`config.mk`:
```
export PLATFORM = sky130hd
export DESIGN_NAME = qtpd_digit_unit
export DESIGN_NICKNAME = d
export VERILOG_FILES = /design/src/qtpd_pkg.sv /design/src/qtpd_digit_unit.sv
export SDC_FILE = /design/constraint.sdc
export NUM_CORES = 1
export LEC_CHECK = 0
export BUFFER_PORTS_ARGS = -buffer_cell sky130_fd_sc_hd__buf_2
export CORE_MARGIN = 2
export CORE_UTILIZATION = 50
export CTS_BUF_LIST = sky130_fd_sc_hd__clkbuf_4
export CTS_CLUSTER_SIZE = 28
export DETAILED_ROUTE_END_ITERATION = 10
export GPL_TIMING_DRIVEN = 0
export PLACE_DENSITY = 0.69
export SLEW_MARGIN = 10
export SYNTH_ARGS = -nofsm -noshare
export SYNTH_HDL_FRONTEND = slang
export SYNTH_SLANG_ARGS = --single-unit
```
`constraint.sdc`:
```
create_clock -name clk -period 24.2 [get_ports clk]
set_input_delay 3.63 -clock clk [delete_from_list [all_inputs] [get_ports clk]]
set_output_delay 3.63 -clock clk [all_outputs]
set_load 0.005 [all_outputs]
```
`src/qtpd_pkg.sv`:
```
// Shared types and constants of the quadtree path code decoder.
// Holds field widths, item kinds, digit codes and the region struct.
// No dependencies; every other file imports it.
`default_nettype none

package qtpd_pkg;

    localparam int MAX_SIDE_DEF   = 64;
    localparam int MAX_DIGITS_DEF = 6;

    localparam int COORD_W   = 7;
    localparam int CODE_W    = 14;
    localparam int PIX_W     = 6;
    localparam int KIND_W    = 2;
    localparam int S_TDATA_W = 32;
    localparam int M_TDATA_W = 8;
    localparam int APB_ADDR_W = 1;
    localparam int APB_DATA_W = 32;

    localparam logic [COORD_W-1:0] SIDE_RESET = 7'd64;

    localparam logic [APB_ADDR_W-1:0] REG_IMAGE_SIDE = 1'b0;

    localparam logic [KIND_W-1:0] KIND_CLEAR = 2'd0;
    localparam logic [KIND_W-1:0] KIND_FILL  = 2'd1;
    localparam logic [KIND_W-1:0] KIND_READ  = 2'd2;

    localparam logic [2:0] DIG_NW = 3'd1;
    localparam logic [2:0] DIG_NE = 3'd2;
    localparam logic [2:0] DIG_SW = 3'd3;
    localparam logic [2:0] DIG_SE = 3'd4;

    // floor(n / 5) == (n * 52429) >> 18 for every 14-bit n.
    localparam logic [15:0] RECIP_5     = 16'd52429;
    localparam int          RECIP_SHIFT = 18;

    typedef struct packed {
        logic [COORD_W-1:0] rlo;
        logic [COORD_W-1:0] rhi;
        logic [COORD_W-1:0] clo;
        logic [COORD_W-1:0] chi;
    } region_t;

    typedef struct packed {
        logic done;
        logic paint;
    } dec_status_t;

endpackage

`default_nettype wire

```
`src/qtpd_digit_unit.sv`:
```
// Iterative path code walker: peels one base-5 digit per cycle and narrows the region.
// Uses a reciprocal multiply for the divide by five.
// Depends on qtpd_pkg.
`default_nettype none

module qtpd_digit_unit
    import qtpd_pkg::*;
#(
    parameter int MAX_DIGITS = MAX_DIGITS_DEF
)
(
    input  wire logic               clk,
    input  wire logic               rst_n,
    input  wire logic               start,
    input  wire logic [CODE_W-1:0]  code,
    input  wire logic [COORD_W-1:0] side,
    output region_t                 region,
    output dec_status_t             status
);

    localparam int CNT_W = $clog2(MAX_DIGITS + 1);

    logic                busy_reg, busy_next;
    logic [CNT_W-1:0]    cnt_reg, cnt_next;
    logic [CODE_W-1:0]   code_reg, code_next;
    region_t             reg_reg, reg_next;

    logic [CODE_W+15:0]  prod;
    logic [CODE_W-1:0]   quot;
    logic [CODE_W-1:0]   five_q;
    logic [CODE_W-1:0]   rem;
    logic [2:0]          digit;
    logic [COORD_W:0]    rsum;
    logic [COORD_W:0]    csum;
    logic [COORD_W-1:0]  rmid;
    logic [COORD_W-1:0]  cmid;

    assign prod   = code_reg * RECIP_5;
    assign quot   = CODE_W'(prod >> RECIP_SHIFT);
    assign five_q = (quot << 2) + quot;
    assign rem    = code_reg - five_q;
    assign digit  = rem[2:0];
    assign rsum   = {1'b0, reg_reg.rlo} + {1'b0, reg_reg.rhi};
    assign csum   = {1'b0, reg_reg.clo} + {1'b0, reg_reg.chi};
    assign rmid   = rsum[COORD_W:1];
    assign cmid   = csum[COORD_W:1];

    always_comb
    begin
        busy_next    = busy_reg;
        cnt_next     = cnt_reg;
        code_next    = code_reg;
        reg_next     = reg_reg;
        status.done  = 1'b0;
        status.paint = 1'b0;
        if (start)
        begin
            busy_next    = 1'b1;
            cnt_next     = '0;
            code_next    = code;
            reg_next.rlo = '0;
            reg_next.clo = '0;
            reg_next.rhi = side - 7'd1;
            reg_next.chi = side - 7'd1;
        end
        else if (busy_reg)
        begin
            if (code_reg == '0)
            begin
                busy_next    = 1'b0;
                status.done  = 1'b1;
                status.paint = 1'b1;
            end
            else if (cnt_reg == CNT_W'(MAX_DIGITS))
            begin
                // Code is deeper than the walker allows: nothing is painted.
                busy_next   = 1'b0;
                status.done = 1'b1;
            end
            else
            begin
                code_next = quot;
                cnt_next  = cnt_reg + 1'b1;
                unique case (digit)
                    DIG_NW:
                    begin
                        reg_next.rhi = rmid;
                        reg_next.chi = cmid;
                    end
                    DIG_NE:
                    begin
                        reg_next.rhi = rmid;
                        reg_next.clo = cmid + 7'd1;
                    end
                    DIG_SW:
                    begin
                        reg_next.rlo = rmid + 7'd1;
                        reg_next.chi = cmid;
                    end
                    DIG_SE:
                    begin
                        reg_next.rlo = rmid + 7'd1;
                        reg_next.clo = cmid + 7'd1;
                    end
                    default:
                    begin
                        // A zero digit inside a nonzero code ends the walk unpainted.
                        busy_next   = 1'b0;
                        status.done = 1'b1;
                    end
                endcase
            end
        end
    end

    always_ff @(posedge clk or negedge rst_n)
    begin
        if (!rst_n)
        begin
            busy_reg <= 1'b0;
            cnt_reg  <= '0;
        end
        else
        begin
            busy_reg <= busy_next;
            cnt_reg  <= cnt_next;
        end
    end

    always_ff @(posedge clk)
    begin
        code_reg <= code_next;
        reg_reg  <= reg_next;
    end

    assign region = reg_reg;

endmodule

`default_nettype wire

```
Yosys cells after proc, flatten, opt, wreduce, memory -nomap -nowiden
Index checks and enable logic that the tools add are counted.
Widths: inputs -> output; s select.
{"block": "op_classes", "mul": 1, "n_reduce_logical": 14, "n_addsub": 8, "n_eq_ne": 7, "bitwise": 2, "muxes": 26}
{"op": "$mux 21", "count": 4}
{"op": "$mux 14", "count": 4}
{"op": "$mul 14x16->30 const B", "count": 1}
{"op": "$mux 7", "count": 3}
{"op": "$add 7x7->8", "count": 2}
{"op": "$reduce_and 4->1", "count": 4}
{"op": "$add 7x1->7 const B", "count": 2}
{"op": "$logic_not 14->1", "count": 1}
{"op": "$mux 3", "count": 4}
{"op": "$mux 1", "count": 9}
{"op": "$reduce_or 2->1", "count": 4}
{"op": "$sub 7x1->7 const B", "count": 1}
{"op": "$eq 3x2->1 const B", "count": 2}
{"op": "$eq 3x3->1 const B", "count": 2}
{"op": "$reduce_bool 2->1", "count": 3}
{"op": "$mux 2", "count": 2}
{"op": "$ne 2x2->1 const B", "count": 2}
{"op": "$reduce_or 4->1", "count": 1}
{"op": "$add 3x1->3 const B", "count": 1}
{"op": "$add 3x3->3", "count": 1}
{"op": "$eq 3x1->1 const B", "count": 1}
{"op": "$reduce_and 3->1", "count": 1}
{"op": "$sub 3x3->3", "count": 1}
{"op": "$not 1->1", "count": 2}
{"block": "word_totals", "out_inout_bits": 30, "inputBits": 24, "wordCells": 65, "register_bits": 46}

Logic depth before layout (Yosys ltp)
{"block": "depth", "depth_word": 10, "ltp_mapped": 32, "depth_no_buf": 31}

Worst setup path after synthesis
Ideal clock, no wire load.
{"block": "synth_timing", "path_type": "reg-to-output", "from": "register code_reg[12]", "to": "output port status[1] (netlist bit)", "arrival_time_ns": 7.160, "required_ns": 20.570, "setup_slack_ns": 13.410, "n_path_buf": 1, "stages_incl_launch_ff": 31, "path_cell_list": "edfxtp_1 -> inv_1 -> ha_1 -> inv_1 -> fa_1 -> fa_1 -> fa_1 -> inv_1 -> fa_1 -> inv_1 -> fa_1 -> inv_1 -> ha_1 -> and4_4 -> and3_4 -> buf_6 -> a22oi_1 -> and2_4 -> xnor2_1 -> ha_1 -> inv_1 -> ha_1 -> nor2_1 -> fa_1 -> xnor2_1 -> and4_1 -> a32o_1 -> a221oi_4 -> xnor2_4 -> xnor2_1 -> o311a_1"}
{"item": "from (decl)", "line_no": "qtpd_digit_unit.sv:25", "text": "logic [CODE_W-1:0] code_reg, code_next;"}
{"item": "from (signal assigned)", "line_no": "qtpd_digit_unit.sv:132", "text": "code_reg <= code_next;"}
{"item": "to (decl)", "line_no": "qtpd_digit_unit.sv:18", "text": "output dec_status_t status"}

==> impl_metrics.csv <==
group,metric,value,unit
die,die_height,117,um
yosys,synth_warnings,0,
route,drt_pre_antenna_iters,4,
route,via_per_inst,5.43,
yosys,post_synth_fa_ha_maj_area_fraction,42.6,%
die,num_rows,41,
clock_tree,cts-htree-levels,2,
yosys,synth_xor_xnor_area_share,7.25,%
clock_tree,longest_clk_path_bufs,2,
setup_path,timing.setup.critical_path_class,"reg2out",
sta,max_slew.worst_pin.slew,1.12,ns
clock_tree,clock-root-buffer,"clkbuf_4",
yosys,syn-num-nets,858,
placed_design,pre_cts_ws,12.58,ns
clock_tree,clkSlewWorstSetupHoldPaths,0.16,ns
grt,via_count_of_the_first_global_routing_pass,4968,
yosys,synth_simple_gate_area_share,10.0,%
clock_tree,post_cts_buffers,0,
grt,wire_length_of_the_first_global_routing_pass,23400,um
die,die-width,117,um
sta,f_max,0.0831,GHz
final_layout,fin_util,55.4,%
final_layout,proportion_of_layout_cells_with_a_drive_suffix_above_1,11.8,%
yosys,synth_mux_area_share,2.09,%
final_layout,antenna_cells_inserted,0,
setup_path,worstPathArrival,8.40,ns
sta,skew,0.0209,ns
yosys,synth-seq-cells,46,
grt,grt_start_max_net_pins,16,
route,totalWireLength,14200,um
sta,timing_max_transition_violations_final,0,
run_status,run_status,"finished clean",
die,design.core.area,12600,sq um
final_layout,nets,918,
clock_tree,cts_hold_buffers,0,
yosys,syn-cell-area,6400,sq um
grt,track_usage,21.5,%
clock_tree,insertion_delay,0.38,ns
final_layout,area_growth_synth_to_finish,8.77,%
sta,finalWorstPathRequiredPeriod,12.03,ns
clock_tree,cts_resized,0,
sta,post-route-period-util,49.7,%
sta,tns,0,ns
yosys,synth_compound_gate_area_share,11.8,%
grt,grt_antenna_before_repair,0,
route,avgRoutedWirePerCell,16.0,um
setup_path,largest_fanout_on_the_critical_path,7,
clock_tree,clock_sink_count,46,
placed_design,gp_congestion,0.915,
die,die-area,13700,sq um
yosys,yosysSeqAreaShare,19.1,%
setup_path,required_time_of_the_critical_path,20.57,ns
die,initial_utilization,51.0,%
clock_tree,number_of_buffers_added_by_the_clock_tree_synthesis_step,5,
yosys,asyncSetResetFlopFracSynth,8.70,%
final_layout,final.fill_count,1145,
setup_path,critPathLaunchType,"flip-flop",
yosys,synthCells,650,
yosys,syn_avg_cell_area,9.85,sq um
route,detail_route.drc_violations,0,
setup_path,worst_path_largest_cell_delay,0.60,ns
placed_design,placement.io_buffers,53,
final_layout,largest_reg_flops,28,
sta,number_of_hold_violations_in_the_final_report,0,
setup_path,cp_slowest_cell,"fa_1",
route,detailroute.via_count,4793,
sta,grt_setup_unrepaired,"false",
sta,finalSetupViolCount,0,
sta,slew-limit-headroom,24.9,%
yosys,most_common_flop_cell_mapped_by_yosys,"edfxtp_1",
yosys,number_of_synthesized_flops_with_an_enable_pin,28,
yosys,synth_top_family_by_area,"adder cells",
grt,gr_ovfl_total,0,
sta,setup_ws,12.17,ns
clock_tree,tritoncts,"done",
placed_design,dp_hpwl,12300,um
die,boundaryPins,54,
route,first_iter_violations,147,
worst_hold_path,worst_hold_path_type,"reg2reg",
yosys,netlist-cell-type-count,65,
setup_path,timing.critical_path.to_type,"output port",
route,postRouteAntennaNets,0,
job,drv.max_cap_violation_count,0,
-- stage by stage --
step / instances / cell area, sq um / hold slack, ns
after global routing: 883 / 6970 / 0.522
after global placement: 875 / 6880 / 0.466
after detailed placement: 875 / 6880 / 0.476
after floorplan: 650 / 6400 / 0.467
final: 883 / 6970 / 0.493
after CTS: 883 / 6970 / 0.496
-- area by class of cell --
cell class              instances  area [sq um]  share of cell area (%)
plain buffers                  10          47.5                   0.683
clock buffers                   5          37.5                   0.539
clock inverters                 3          43.8                   0.629
inverters                     109           409                    5.87
multi-input cells             485          4730                    67.8
flip-flops and latches         46          1220                    17.5
well taps                     172           215                    3.09
repair buffers                 53           265                    3.81
-- worst paths after layout --
kind                       depth (start not counted)  slack, ns                     from                      end
min                                                2       0.49  region[25]$_SDFFE_PP0P_  region[25]$_SDFFE_PP0P_
max reg2reg                                       29      15.49    code_reg[8]$_DFFE_PP_     region[19]$_DFFE_PP_
max in group asynchronous                          1      21.03                    rst_n   cnt_reg[2]$_DFFE_PN0P_
max                                               31      12.17    code_reg[8]$_DFFE_PP_                status[1]
min reg2reg                                        2       0.49  region[25]$_SDFFE_PP0P_  region[25]$_SDFFE_PP0P_
min in group asynchronous                          1       3.02                    rst_n   cnt_reg[0]$_DFFE_PN0P_
-- cells in the final DEF, fill, tap and decap left out, types with 4 or more instances in the layout --
master    netlist  layout
nand3_1        13      13
a211oi_1        9       9
fa_1           57      57
o21ai_0        32      32
dfrtp_1         4       4
edfxtp_1       28      28
xor2_1         15      15
mux2i_1         7       7
inv_1         109     109
nand2_1        51      51
buf_2           2      55
clkbuf_1        7       7
dfxtp_1        14      14
nor2_1         19      19
a21oi_1        23      23
xnor2_1        29      29
a21o_1         10      10
clkbuf_4        0       5
ha_1          127     127
and2_1          7       7
nand4_1         6       6
nor3_1         10      10
-- metal layers --
metal	track usage (%)	share of wire, %	vias up
li1	-	-	2354
met4	4.86	1.6	0
met2	38.5	51	78
met1	27.9	44	2344
met3	2.52	3.1	17
met5	0	0	-
-- cells in the mapped netlist (2+ instances only) --
cell type  instances  area (sq um)
a211oi_1           9          67.6
a21o_1            10          75.1
a21oi_1           23           115
a221oi_1           2          17.5
a22oi_1            2          15.0
a311oi_1           2          17.5
a31o_2             3          26.3
a31oi_1            3          18.8
a41o_1             2          20.0
and2_1             7          43.8
and2_4             2          17.5
and3_1             3          18.8
buf_2              2          10.0
clkbuf_1           7          26.3
dfrtp_1            4           100
dfxtp_1           14           280
edfxtp_1          28           841
fa_1              57          1140
ha_1             127          1590
inv_1            109           409
mux2_2             3          33.8
mux2_4             2          30.0
mux2i_1            7          70.1
nand2_1           51           191
nand2b_1           3          18.8
nand3_1           13          65.1
nand4_1            6          37.5
nor2_1            19          71.3
nor2b_1            3          18.8
nor3_1            10          50.1
nor3b_1            2          15.0
o21a_1             3          22.5
o21ai_0           32           160
o21bai_1           2          15.0
o311a_1            2          20.0
o31ai_1            3          22.5
or2_2              2          12.5
or3_1              2          12.5
xnor2_1           29           254
xor2_1            15           131
-- worst max-delay path: cells and delay by family, from the launching register on --
kind | cells | cell delay (ns)
flops | 1 | 0.54
compound gates | 4 | 1.11
simple gates | 5 | 0.91
xor+xnor | 4 | 0.70
fa+ha+maj | 10 | 4.08
buf+inv | 8 | 0.69
-- cell families (layout without fill, tap and decap cells) --
kind of cell,count (synthesis),in the layout
adders and majority gates,184,184
muxes,12,12
and+or+nand+nor,130,130
AOI/OAI and AO/OA,112,112
xor gates and xnor gates,47,47
buffers and inverters,119,180
DFF,46,46
Power is left out: the tool's default activity adds up to more than one toggle a clock period on the data nets, which glitch-free logic cannot reach.
